**config.mk**
```make
export PLATFORM = sky130hd
export DESIGN_NAME = gregorian_day_difference_unit
export DESIGN_NICKNAME = d
export VERILOG_FILES = /design/src/rtl/core/gddu_pkg.sv /design/src/rtl/core/gregorian_day_difference_unit.sv /design/src/rtl/core/gddu_date_stage.sv /design/src/rtl/core/gddu_compare.sv
export VERILOG_INCLUDE_DIRS = /design/src /design/src/rtl/core
export SDC_FILE = /design/constraint.sdc
export NUM_CORES = 2
export LEC_CHECK = 0
export BUFFER_PORTS_ARGS = -buffer_cell sky130_fd_sc_hd__buf_2
export CELL_PAD_IN_SITES_DETAIL_PLACEMENT = 2
export CELL_PAD_IN_SITES_GLOBAL_PLACEMENT = 2
export CORE_MARGIN = 8
export CORE_UTILIZATION = 40
export DETAILED_ROUTE_END_ITERATION = 16
export GPL_ROUTABILITY_DRIVEN = 0
export PLACE_DENSITY_LB_ADDON = 0.1
export SLEW_MARGIN = 20
export SYNTH_ARGS = -nofsm -noshare
export SYNTH_HDL_FRONTEND = slang
export SYNTH_HIERARCHICAL = 1
export SYNTH_SLANG_ARGS = --single-unit
```
**constraint.sdc**
```tcl
create_clock -name clock -period 14.5 [get_ports clock]
set_input_delay 1.45 -clock clock [delete_from_list [all_inputs] [get_ports clock]]
set_output_delay 1.45 -clock clock [all_outputs]
set_load 0.03 [all_outputs]
```
**src/rtl/core/gregorian_day_difference_unit_macros.svh**
```systemverilog
// Assertion macros for the Gregorian day difference unit.
`ifndef GREGORIAN_DAY_DIFFERENCE_UNIT_MACROS_SVH
`define GREGORIAN_DAY_DIFFERENCE_UNIT_MACROS_SVH

`ifndef SYNTHESIS

// Antecedent holds, consequent must hold in the same cycle.
`define GDDU_ASSERT_IMPLY(label, clk, rst, ante, cons) \
   label: assert property (@(posedge clk) disable iff (rst) (ante) |-> (cons)) \
      else $error("gddu implication check failed");

// Antecedent holds, consequent must hold in the next cycle.
`define GDDU_ASSERT_NEXT(label, clk, rst, ante, cons) \
   label: assert property (@(posedge clk) disable iff (rst) (ante) |=> (cons)) \
      else $error("gddu next-cycle check failed");

`else

`define GDDU_ASSERT_IMPLY(label, clk, rst, ante, cons)
`define GDDU_ASSERT_NEXT(label, clk, rst, ante, cons)

`endif

`endif

```
**src/rtl/core/gddu_pkg.sv**
```systemverilog
// Shared types, constants and calendar tables for the day difference unit.
package gddu_pkg;

   // Field widths
   localparam int DayWidth   = 5;
   localparam int MonthWidth = 4;
   localparam int YearWidth  = 14;
   localparam int NumWidth   = 23;
   localparam int GapWidth   = 22;
   localparam int OrderWidth = 2;

   // Reciprocal constants for division by 100 and by 400 of 15-bit values
   localparam int Recip100 = 20972;
   localparam int Shift100 = 21;
   localparam int Recip400 = 20972;
   localparam int Shift400 = 23;

   localparam logic [GapWidth-1:0] GapMax = {GapWidth{1'b1}};

   // Order codes
   localparam logic [OrderWidth-1:0] ORDER_SAME    = 2'b00;
   localparam logic [OrderWidth-1:0] ORDER_LATER   = 2'b01;
   localparam logic [OrderWidth-1:0] ORDER_EARLIER = 2'b11;

   // Load enables for the three date stages
   typedef struct packed {
      logic load_s1;
      logic load_s2;
      logic load_s3;
   } pipe_ctl_type;

   // Days in the year before the first of the month (non-leap)
   function automatic logic [8:0] days_before(input logic [MonthWidth-1:0] month);
      logic [8:0] days;
      case (month)
         4'd1:    days = 9'd0;
         4'd2:    days = 9'd31;
         4'd3:    days = 9'd59;
         4'd4:    days = 9'd90;
         4'd5:    days = 9'd120;
         4'd6:    days = 9'd151;
         4'd7:    days = 9'd181;
         4'd8:    days = 9'd212;
         4'd9:    days = 9'd243;
         4'd10:   days = 9'd273;
         4'd11:   days = 9'd304;
         4'd12:   days = 9'd334;
         default: days = 9'd0;
      endcase
      return days;
   endfunction

   // Length of the month, February stretched in a leap year
   function automatic logic [DayWidth-1:0] month_len(input logic [MonthWidth-1:0] month,
                                                     input logic leap);
      logic [DayWidth-1:0] len;
      case (month)
         4'd2:                      len = leap ? 5'd29 : 5'd28;
         4'd4, 4'd6, 4'd9, 4'd11:   len = 5'd30;
         default:                   len = 5'd31;
      endcase
      return len;
   endfunction

endpackage

```
**src/rtl/core/gregorian_day_difference_unit.sv**
```systemverilog
// Top level of the Gregorian day difference unit: handshake and stage control.
//
//   channel   ports                                 direction   payload
//   request   req_tvalid / req_tready / req_tdata   in          two dates, 48 bits
//   response  rsp_tvalid / rsp_tready / rsp_tdata   out         order and gap, 24 bits
//             rsp_tuser                                         bad_date flag
//
// One item per cycle sustained while rsp_tready stays high; each item passes the three date
// stages (quotients, leap and offset, day number sum) and one compare stage before
// rsp_tvalid rises.
// Reset clears the four stage valid bits; payload registers are not reset.
// Each stage loads when it is empty or its successor moves, so a stall on the
// response side fills bubbles first and holds every item in place without loss.
`include "gregorian_day_difference_unit_macros.svh"

module gregorian_day_difference_unit #(
   parameter int YEAR_LIMIT = 9999
) (
   input  logic        clock,
   input  logic        reset,
   input  logic        req_tvalid,
   output logic        req_tready,
   // first_day[4:0], first_month[8:5], first_year[22:9],
   // second_day[27:23], second_month[31:28], second_year[45:32], zero [47:46]
   input  logic [47:0] req_tdata,
   output logic        rsp_tvalid,
   input  logic        rsp_tready,
   // order[1:0], day_gap[23:2]
   output logic [23:0] rsp_tdata,
   // bad_date[0]
   output logic        rsp_tuser
);

   localparam int Stages = 4;

   logic [Stages-1:0] valid_ff, valid_in, stage_ready;
   gddu_pkg::pipe_ctl_type ctl;

   logic [gddu_pkg::NumWidth-1:0]   first_num, second_num;
   logic                            first_ok, second_ok;
   logic [gddu_pkg::OrderWidth-1:0] order;
   logic [gddu_pkg::GapWidth-1:0]   day_gap;
   logic                            bad_date;

   // Stage k may load when empty or when stage k+1 moves on
   always_comb begin
      stage_ready[Stages-1] = !valid_ff[Stages-1] || rsp_tready;
      for (int k = Stages - 2; k >= 0; k--) begin
         stage_ready[k] = !valid_ff[k] || stage_ready[k+1];
      end
      valid_in[0] = stage_ready[0] ? req_tvalid : valid_ff[0];
      for (int k = 1; k < Stages; k++) begin
         valid_in[k] = stage_ready[k] ? valid_ff[k-1] : valid_ff[k];
      end
   end

   always_ff @(posedge clock) begin
      if (reset) begin
         valid_ff <= '0;
      end else begin
         valid_ff <= valid_in;
      end
   end

   assign ctl.load_s1 = stage_ready[0];
   assign ctl.load_s2 = stage_ready[1];
   assign ctl.load_s3 = stage_ready[2];

   gddu_date_stage #(
      .YEAR_LIMIT (YEAR_LIMIT)
   ) u_first (
      .clock   (clock),
      .ctl     (ctl),
      .day     (req_tdata[4:0]),
      .month   (req_tdata[8:5]),
      .year    (req_tdata[22:9]),
      .day_num (first_num),
      .date_ok (first_ok)
   );

   gddu_date_stage #(
      .YEAR_LIMIT (YEAR_LIMIT)
   ) u_second (
      .clock   (clock),
      .ctl     (ctl),
      .day     (req_tdata[27:23]),
      .month   (req_tdata[31:28]),
      .year    (req_tdata[45:32]),
      .day_num (second_num),
      .date_ok (second_ok)
   );

   gddu_compare u_compare (
      .clock      (clock),
      .load       (stage_ready[3]),
      .first_num  (first_num),
      .second_num (second_num),
      .first_ok   (first_ok),
      .second_ok  (second_ok),
      .order      (order),
      .day_gap    (day_gap),
      .bad_date   (bad_date)
   );

   assign req_tready = stage_ready[0];
   assign rsp_tvalid = valid_ff[Stages-1];
   assign rsp_tdata  = {day_gap, order};
   assign rsp_tuser  = bad_date;

   // Checks
   `GDDU_ASSERT_IMPLY(a_bad_zero, clock, reset, rsp_tvalid && bad_date, (order == gddu_pkg::ORDER_SAME) && (day_gap == '0))
   `GDDU_ASSERT_IMPLY(a_same_no_gap, clock, reset, rsp_tvalid && (order == gddu_pkg::ORDER_SAME), day_gap == '0)
   `GDDU_ASSERT_IMPLY(a_order_gap, clock, reset, rsp_tvalid && (order != gddu_pkg::ORDER_SAME), day_gap != '0)
   `GDDU_ASSERT_IMPLY(a_order_code, clock, reset, rsp_tvalid, (order == gddu_pkg::ORDER_SAME) || (order == gddu_pkg::ORDER_LATER) || (order == gddu_pkg::ORDER_EARLIER))
   `GDDU_ASSERT_IMPLY(a_entry_source, clock, reset, $rose(valid_ff[0]), $past(req_tvalid && req_tready))
   `GDDU_ASSERT_NEXT(a_stage_hold, clock, reset, valid_ff[2] && !stage_ready[2], valid_ff[2])

endmodule

```
**src/rtl/core/gddu_date_stage.sv**
```systemverilog
// Three-stage day number and validity pipeline for one calendar date.
module gddu_date_stage #(
   parameter int YEAR_LIMIT = 9999
) (
   input  logic                                clock,
   input  gddu_pkg::pipe_ctl_type              ctl,
   input  logic [gddu_pkg::DayWidth-1:0]       day,
   input  logic [gddu_pkg::MonthWidth-1:0]     month,
   input  logic [gddu_pkg::YearWidth-1:0]      year,
   output logic [gddu_pkg::NumWidth-1:0]       day_num,
   output logic                                date_ok
);

   // Stage 1: quotients, year times 365, year range
   logic [14:0] y_p99, y_p399, y_wide;
   logic [29:0] prod_a, prod_b, prod_c;
   logic [gddu_pkg::NumWidth-1:0] y365_in;
   logic [7:0]  q100_in, qa_in;
   logic [5:0]  qb_in;
   logic [12:0] quad_in;
   logic        year_ok_in;

   logic [gddu_pkg::DayWidth-1:0]   s1_day_ff;
   logic [gddu_pkg::MonthWidth-1:0] s1_month_ff;
   logic [gddu_pkg::YearWidth-1:0]  s1_year_ff;
   logic [gddu_pkg::NumWidth-1:0]   s1_y365_ff;
   logic [7:0]  s1_q100_ff, s1_qa_ff;
   logic [5:0]  s1_qb_ff;
   logic [12:0] s1_quad_ff;
   logic        s1_year_ok_ff;

   always_comb begin
      y_wide     = 15'(year);
      y_p99      = y_wide + 15'd99;
      y_p399     = y_wide + 15'd399;
      prod_a     = 30'(y_wide) * 30'(gddu_pkg::Recip100);
      prod_b     = 30'(y_p99) * 30'(gddu_pkg::Recip100);
      prod_c     = 30'(y_p399) * 30'(gddu_pkg::Recip400);
      q100_in    = 8'(prod_a >> gddu_pkg::Shift100);
      qa_in      = 8'(prod_b >> gddu_pkg::Shift100);
      qb_in      = 6'(prod_c >> gddu_pkg::Shift400);
      quad_in    = 13'((y_wide + 15'd3) >> 2);
      y365_in    = gddu_pkg::NumWidth'(year) * gddu_pkg::NumWidth'(365);
      year_ok_in = (32'(year) <= 32'(YEAR_LIMIT));
   end

   always_ff @(posedge clock) begin
      if (ctl.load_s1) begin
         s1_day_ff     <= day;
         s1_month_ff   <= month;
         s1_year_ff    <= year;
         s1_y365_ff    <= y365_in;
         s1_q100_ff    <= q100_in;
         s1_qa_ff      <= qa_in;
         s1_qb_ff      <= qb_in;
         s1_quad_ff    <= quad_in;
         s1_year_ok_ff <= year_ok_in;
      end
   end

   // Stage 2: leap rule, leap count, month offset, validity
   logic [14:0] prod100;
   logic        cent_in, leap_in, late_leap_in, ok_in;
   logic [12:0] leaps_in;
   logic [8:0]  offset_in;
   logic [gddu_pkg::DayWidth-1:0] len_in;

   logic [gddu_pkg::NumWidth-1:0] s2_y365_ff;
   logic [12:0] s2_leaps_ff;
   logic [8:0]  s2_offset_ff;
   logic [gddu_pkg::DayWidth-1:0] s2_day_ff;
   logic        s2_late_leap_ff, s2_ok_ff;

   always_comb begin
      prod100      = 15'(s1_q100_ff) * 15'd100;
      cent_in      = (15'(s1_year_ff) == prod100);
      leap_in      = (s1_year_ff[1:0] == 2'b00) && (!cent_in || (s1_q100_ff[1:0] == 2'b00));
      leaps_in     = s1_quad_ff - 13'(s1_qa_ff) + 13'(s1_qb_ff);
      offset_in    = gddu_pkg::days_before(s1_month_ff);
      len_in       = gddu_pkg::month_len(s1_month_ff, leap_in);
      late_leap_in = leap_in && (s1_month_ff > 4'd2);
      ok_in        = s1_year_ok_ff && (s1_month_ff inside {[4'd1:4'd12]}) &&
                     (s1_day_ff != 5'd0) && (s1_day_ff <= len_in);
   end

   always_ff @(posedge clock) begin
      if (ctl.load_s2) begin
         s2_y365_ff      <= s1_y365_ff;
         s2_leaps_ff     <= leaps_in;
         s2_offset_ff    <= offset_in;
         s2_day_ff       <= s1_day_ff;
         s2_late_leap_ff <= late_leap_in;
         s2_ok_ff        <= ok_in;
      end
   end

   // Stage 3: sum the day number
   logic [gddu_pkg::NumWidth-1:0] num_in;
   logic [gddu_pkg::NumWidth-1:0] s3_num_ff;
   logic                          s3_ok_ff;

   assign num_in = s2_y365_ff + gddu_pkg::NumWidth'(s2_leaps_ff)
                 + gddu_pkg::NumWidth'(s2_offset_ff) + gddu_pkg::NumWidth'(s2_day_ff)
                 + gddu_pkg::NumWidth'(s2_late_leap_ff);

   always_ff @(posedge clock) begin
      if (ctl.load_s3) begin
         s3_num_ff <= num_in;
         s3_ok_ff  <= s2_ok_ff;
      end
   end

   assign day_num = s3_num_ff;
   assign date_ok = s3_ok_ff;

endmodule

```
**src/rtl/core/gddu_compare.sv**
```systemverilog
// Output stage: order, saturated day gap and error flag of two day numbers.
module gddu_compare (
   input  logic                                clock,
   input  logic                                load,
   input  logic [gddu_pkg::NumWidth-1:0]       first_num,
   input  logic [gddu_pkg::NumWidth-1:0]       second_num,
   input  logic                                first_ok,
   input  logic                                second_ok,
   output logic [gddu_pkg::OrderWidth-1:0]     order,
   output logic [gddu_pkg::GapWidth-1:0]       day_gap,
   output logic                                bad_date
);

   logic [gddu_pkg::NumWidth-1:0]   diff;
   logic [gddu_pkg::OrderWidth-1:0] order_in, order_ff;
   logic [gddu_pkg::GapWidth-1:0]   gap_in, gap_ff;
   logic                            bad_in, bad_ff;

   // Compare, subtract the smaller, clamp, zero on error
   always_comb begin
      bad_in   = !(first_ok && second_ok);
      diff     = '0;
      order_in = gddu_pkg::ORDER_SAME;
      if (first_num > second_num) begin
         diff     = first_num - second_num;
         order_in = gddu_pkg::ORDER_LATER;
      end else if (first_num < second_num) begin
         diff     = second_num - first_num;
         order_in = gddu_pkg::ORDER_EARLIER;
      end
      if (diff > gddu_pkg::NumWidth'(gddu_pkg::GapMax)) begin
         gap_in = gddu_pkg::GapMax;
      end else begin
         gap_in = diff[gddu_pkg::GapWidth-1:0];
      end
      if (bad_in) begin
         order_in = gddu_pkg::ORDER_SAME;
         gap_in   = '0;
      end
   end

   always_ff @(posedge clock) begin
      if (load) begin
         order_ff <= order_in;
         gap_ff   <= gap_in;
         bad_ff   <= bad_in;
      end
   end

   assign order    = order_ff;
   assign day_gap  = gap_ff;
   assign bad_date = bad_ff;

endmodule
```
==> report_table.html <==
<table>
<tr><th>Metric</th><th>Value</th></tr>
<tr><th colspan="2">Die</th></tr>
<tr><td>Chip Height</td><td>roughly 350 µm</td></tr>
<tr><td>Area of the die</td><td>between 100000 and 150000 µm²</td></tr>
<tr><td>Die W</td><td>355 µm</td></tr>
<tr><td>Row count</td><td>~120</td></tr>
<tr><td>I/O pin count</td><td>79</td></tr>
<tr><td>Initial cell density of the core</td><td>a little over 40%</td></tr>
<tr><td>Core box area</td><td>114000 µm²</td></tr>
<tr><th colspan="2">Clock tree</th></tr>
<tr><td>Number of buffers inserted by hold repair at cts</td><td>0</td></tr>
<tr><td>CTS tree</td><td>yes</td></tr>
<tr><td>H-tree depth</td><td>2</td></tr>
<tr><td>Number of setup buffers added after CTS</td><td>0</td></tr>
<tr><td>CTS clk-pin slew, worst paths</td><td>~0.06 ns</td></tr>
<tr><td>Insertion delay of the later-clocked pin in the worst-skew pair</td><td>around 0.58 ns</td></tr>
<tr><td>Gates resized, CTS repair</td><td>0</td></tr>
<tr><td>Clock Sink Count</td><td>approximately 340</td></tr>
<tr><td>Number of buffers created by CTS</td><td>41</td></tr>
<tr><td>Root Buffer Master</td><td>sky130_fd_sc_hd__clkbuf_16</td></tr>
<tr><td>Largest buffer count on any clock path</td><td>3</td></tr>
<tr><th colspan="2">Synthesis</th></tr>
<tr><td>Number of flops mapped to enable cells by yosys</td><td>between 300 and 400</td></tr>
<tr><td>Dominant cell by count in the synthesized netlist</td><td>sky130_fd_sc_hd__inv_1</td></tr>
<tr><td>Post-synthesis cell area</td><td>between 40000 and 50000 µm²</td></tr>
<tr><td>Most frequently used flop master after synthesis</td><td>sky130_fd_sc_hd__edfxtp_1</td></tr>
<tr><td>Number of nets in the synthesized netlist</td><td>between 5000 and 6000</td></tr>
<tr><td>Flops &amp; latches, synth</td><td>about 340</td></tr>
<tr><td>Total of warnings raised by yosys</td><td>6</td></tr>
<tr><td>Leading area contributor after synthesis</td><td>sky130_fd_sc_hd__ha_1</td></tr>
<tr><td>Number of distinct library cells after synthesis</td><td>95</td></tr>
<tr><td>Mapped Cells</td><td>around 4400</td></tr>
<tr><td>FFs w/ async S/R, synth</td><td>0%</td></tr>
<tr><td>Fraction of synthesized cell area taken by the top area cell type</td><td>between 20% and 30%</td></tr>
<tr><td>Top post-synthesis cells by area</td><td>sky130_fd_sc_hd__ha_1, sky130_fd_sc_hd__fa_1, sky130_fd_sc_hd__edfxtp_1</td></tr>
<tr><td>Post-synthesis sequential area ratio</td><td>around 22%</td></tr>
<tr><td>Syn_area_per_cell</td><td>roughly 10 µm²</td></tr>
<tr><td>Commonest cells in the synthesized netlist</td><td>sky130_fd_sc_hd__inv_1, sky130_fd_sc_hd__ha_1, sky130_fd_sc_hd__fa_1</td></tr>
<tr><th colspan="2">Final layout</th></tr>
<tr><td>Layout Utilization</td><td>between 40% and 50%</td></tr>
<tr><td>Post-route cell area</td><td>about 50000 µm²</td></tr>
<tr><td>Net count, final</td><td>slightly below 6000</td></tr>
<tr><td>Area added between synthesis and finish</td><td>8.08%</td></tr>
<tr><td>Fraction of final layout cells sized beyond drive strength 1</td><td>~5.0%</td></tr>
<tr><th colspan="2">Routing</th></tr>
<tr><td>Length of the first detailed-routing pass in iterations</td><td>4</td></tr>
<tr><td>Iteration-0 DRC Markers</td><td>1113</td></tr>
<tr><td>Via/cell ratio</td><td>roughly 5</td></tr>
<tr><td>Final ANT Viol Nets</td><td>0</td></tr>
<tr><td>Via count</td><td>30900</td></tr>
<tr><td>Routed wirelength normalized by instance count</td><td>approximately 21 µm</td></tr>
<tr><td>Final Routed Wirelength</td><td>approximately 130000 µm</td></tr>
<tr><td>Remaining routing DRC violations</td><td>0</td></tr>
<tr><th colspan="2">Placed design</th></tr>
<tr><td># port buffers</td><td>76</td></tr>
<tr><td>Post-place instance area</td><td>48100 µm²</td></tr>
<tr><td>Post-Place Setup Slack</td><td>5.14 ns</td></tr>
<tr><td>Sum of net half-perimeters after detailed placement</td><td>108000 µm</td></tr>
<tr><th colspan="2">STA</th></tr>
<tr><td>Final min period</td><td>8.70 ns</td></tr>
<tr><td>Max transition margin</td><td>a little over a fifth</td></tr>
<tr><td>Fraction of the cycle the final worst path needs</td><td>between 50% and 60%</td></tr>
<tr><td>Slack of the critical path</td><td>between 5 and 6 ns</td></tr>
<tr><td>Final Hold Fails</td><td>0</td></tr>
<tr><td>Worst Skew</td><td>roughly 0.023 ns</td></tr>
<tr><td>Max Freq</td><td>115 MHz</td></tr>
<tr><td>Max-slew violation count</td><td>0</td></tr>
<tr><td>Total negative setup slack</td><td>0 ns</td></tr>
<tr><td>Slew at the pin with the worst max-slew slack</td><td>approximately 1.2 ns</td></tr>
<tr><td>Number of setup violations in the final report</td><td>0</td></tr>
<tr><td>Unrepaired setup endpoints after global routing</td><td>false</td></tr>
<tr><th colspan="2">Min path</th></tr>
<tr><td>Hold path cells</td><td>0</td></tr>
<tr><td>Type of the worst min-delay path</td><td>flop to flop</td></tr>
<tr><td>Hold Path Sink</td><td>u_second/s2_y365_ff[21]$_DFFE_PP_</td></tr>
<tr><td>Min-delay src</td><td>u_second/s1_y365_ff[21]$_DFFE_PP_</td></tr>
<tr><th colspan="2">Critical path</th></tr>
<tr><td>Slowest cell on the critical path</td><td>sky130_fd_sc_hd__fa_1</td></tr>
<tr><td>CP Data Arrival Time</td><td>about 9.0 ns</td></tr>
<tr><td>RR Startpoint</td><td>u_first/day_num[11]$_DFFE_PP_</td></tr>
<tr><td>CP required</td><td>between 10 and 15 ns</td></tr>
<tr><td>Peak per-stage delay on the critical path</td><td>around 0.55 ns</td></tr>
<tr><td>Type of origin of the critical path</td><td>primary input</td></tr>
<tr><td>Worst Setup Path Type</td><td>primary input to flop</td></tr>
<tr><td>Cell seen most often among critical-path stages</td><td>sky130_fd_sc_hd__inv_1</td></tr>
<tr><td>Destination of the worst register-to-register timing path</td><td>u_compare/day_gap[10]$_SDFFCE_PN0P_</td></tr>
<tr><td>Register-to-register setup slack</td><td>9.74 ns</td></tr>
<tr><td>Depth of the worst register-to-register path</td><td>10</td></tr>
<tr><td>Type of destination of the critical path</td><td>flop</td></tr>
<tr><td>CP max FO</td><td>13</td></tr>
<tr><th colspan="2">GRT</th></tr>
<tr><td>Number of global-route vias before repair</td><td>~36000</td></tr>
<tr><td>Number of antenna violations at the first check in global routing</td><td>7</td></tr>
<tr><td>Residual overflow from global routing</td><td>0</td></tr>
<tr><td>Wire length of the first global-routing pass</td><td>slightly above 200000 µm</td></tr>
<tr><td>Total GRT Usage</td><td>20.4%</td></tr>
<tr><td>Largest net degree at the start of global routing</td><td>between 100 and 150</td></tr>
<tr><th colspan="2">Flow run</th></tr>
<tr><td>Max capacitance violation total</td><td>0</td></tr>
<tr><th colspan="2">Status</th></tr>
<tr><td>Result of the run</td><td>complete, no violations</td></tr>
</table>
==> how the worst max path moves through the flow <==
stage	slack, ns	from	endpoint
global route	5.28	req_tdata[32]	u_second/s1_qa_ff[6]$_DFFE_PP_
floorplan	6.76	req_tdata[34]	u_second/s1_qb_ff[5]$_DFFE_PP_
global placement	5.19	req_tdata[32]	u_second/s1_qa_ff[7]$_DFFE_PP_
detailed placement	5.14	req_tdata[9]	u_first/s1_qa_ff[6]$_DFFE_PP_
CTS	5.70	req_tdata[9]	u_first/s1_qa_ff[6]$_DFFE_PP_
finish	5.80	req_tdata[32]	u_second/s1_qa_ff[7]$_DFFE_PP_
==> registers in the layout (all words and copies together) (netlist names), 8 cells and up <==
signal	flops
u_compare/day_gap	22
u_first/day_num	23
u_first/s1_q100_ff	8
u_first/s1_qa_ff	8
u_first/s1_quad_ff	13
u_first/s1_y365_ff	21
u_first/s1_year_ff	14
u_first/s2_leaps_ff	13
u_first/s2_offset_ff	9
u_first/s2_y365_ff	23
u_second/day_num	23
u_second/s1_q100_ff	8
u_second/s1_qa_ff	8
u_second/s1_quad_ff	13
u_second/s1_y365_ff	21
u_second/s1_year_ff	14
u_second/s2_leaps_ff	13
u_second/s2_offset_ff	9
u_second/s2_y365_ff	23
==> placed cells by master (no fill, tap or decap), types with 67 or more instances in the layout <==
cell and instances:
sky130_fd_sc_hd__a21oi_1 182, sky130_fd_sc_hd__buf_2 76, sky130_fd_sc_hd__edfxtp_1 337, sky130_fd_sc_hd__fa_1 518, sky130_fd_sc_hd__ha_1 909, sky130_fd_sc_hd__inv_1 1103, sky130_fd_sc_hd__nand2_1 126, sky130_fd_sc_hd__nand3_1 67
sky130_fd_sc_hd__nor2_1 124, sky130_fd_sc_hd__o21ai_0 107, sky130_fd_sc_hd__xnor2_1 224
==> layer usage <==
metal	track usage, %	routed length, µm	up-vias
met2	34.7	60700	316
met5	0	13	-
met4	4.28	2740	2
met3	2.14	3310	130
met1	28.3	60400	15800
li1	-	-	14700
==> stage by stage <==
stage,hold WS (ns),cells
after floorplan,0.400,4381
after global placement,0.403,5955
after detailed placement,0.406,5955
after CTS,0.420,6030
after global routing,0.427,6030
final,0.418,6031
==> critical path: cells and delay by family <==
kind | cells | cell delay [ns]
AO/OA/AOI/OAI | 8 | 2.06
buffers and inverters | 7 | 1.21
AND/OR/NAND/NOR | 2 | 0.48
XOR/XNOR | 2 | 0.65
adder cells (fa/ha/maj) | 7 | 3.16
==> area by class of cell <==
cell class	count	area (µm²)
fillers	12100	64500
multi-input cells	2901	31400
flip-flops and latches	341	10200
inverters	1106	4160
well taps	1512	1890
clock buffers	45	1060
repair buffers	95	536
clock inverters	30	358
diodes	1	2.50
==> cell families after synthesis <==
group | Yosys count | synth area share (%)
xor+xnor | 274 | 5.30
fa+ha+maj | 1427 | 47.4
mux | 12 | 0.322
compound gates | 640 | 9.25
simple gates | 548 | 6.06
buf+inv | 1139 | 9.40
flops | 341 | 22.2
Power is left out: the tool's default activity adds up to more than one toggle a clock period on the data nets, which glitch-free logic cannot reach.
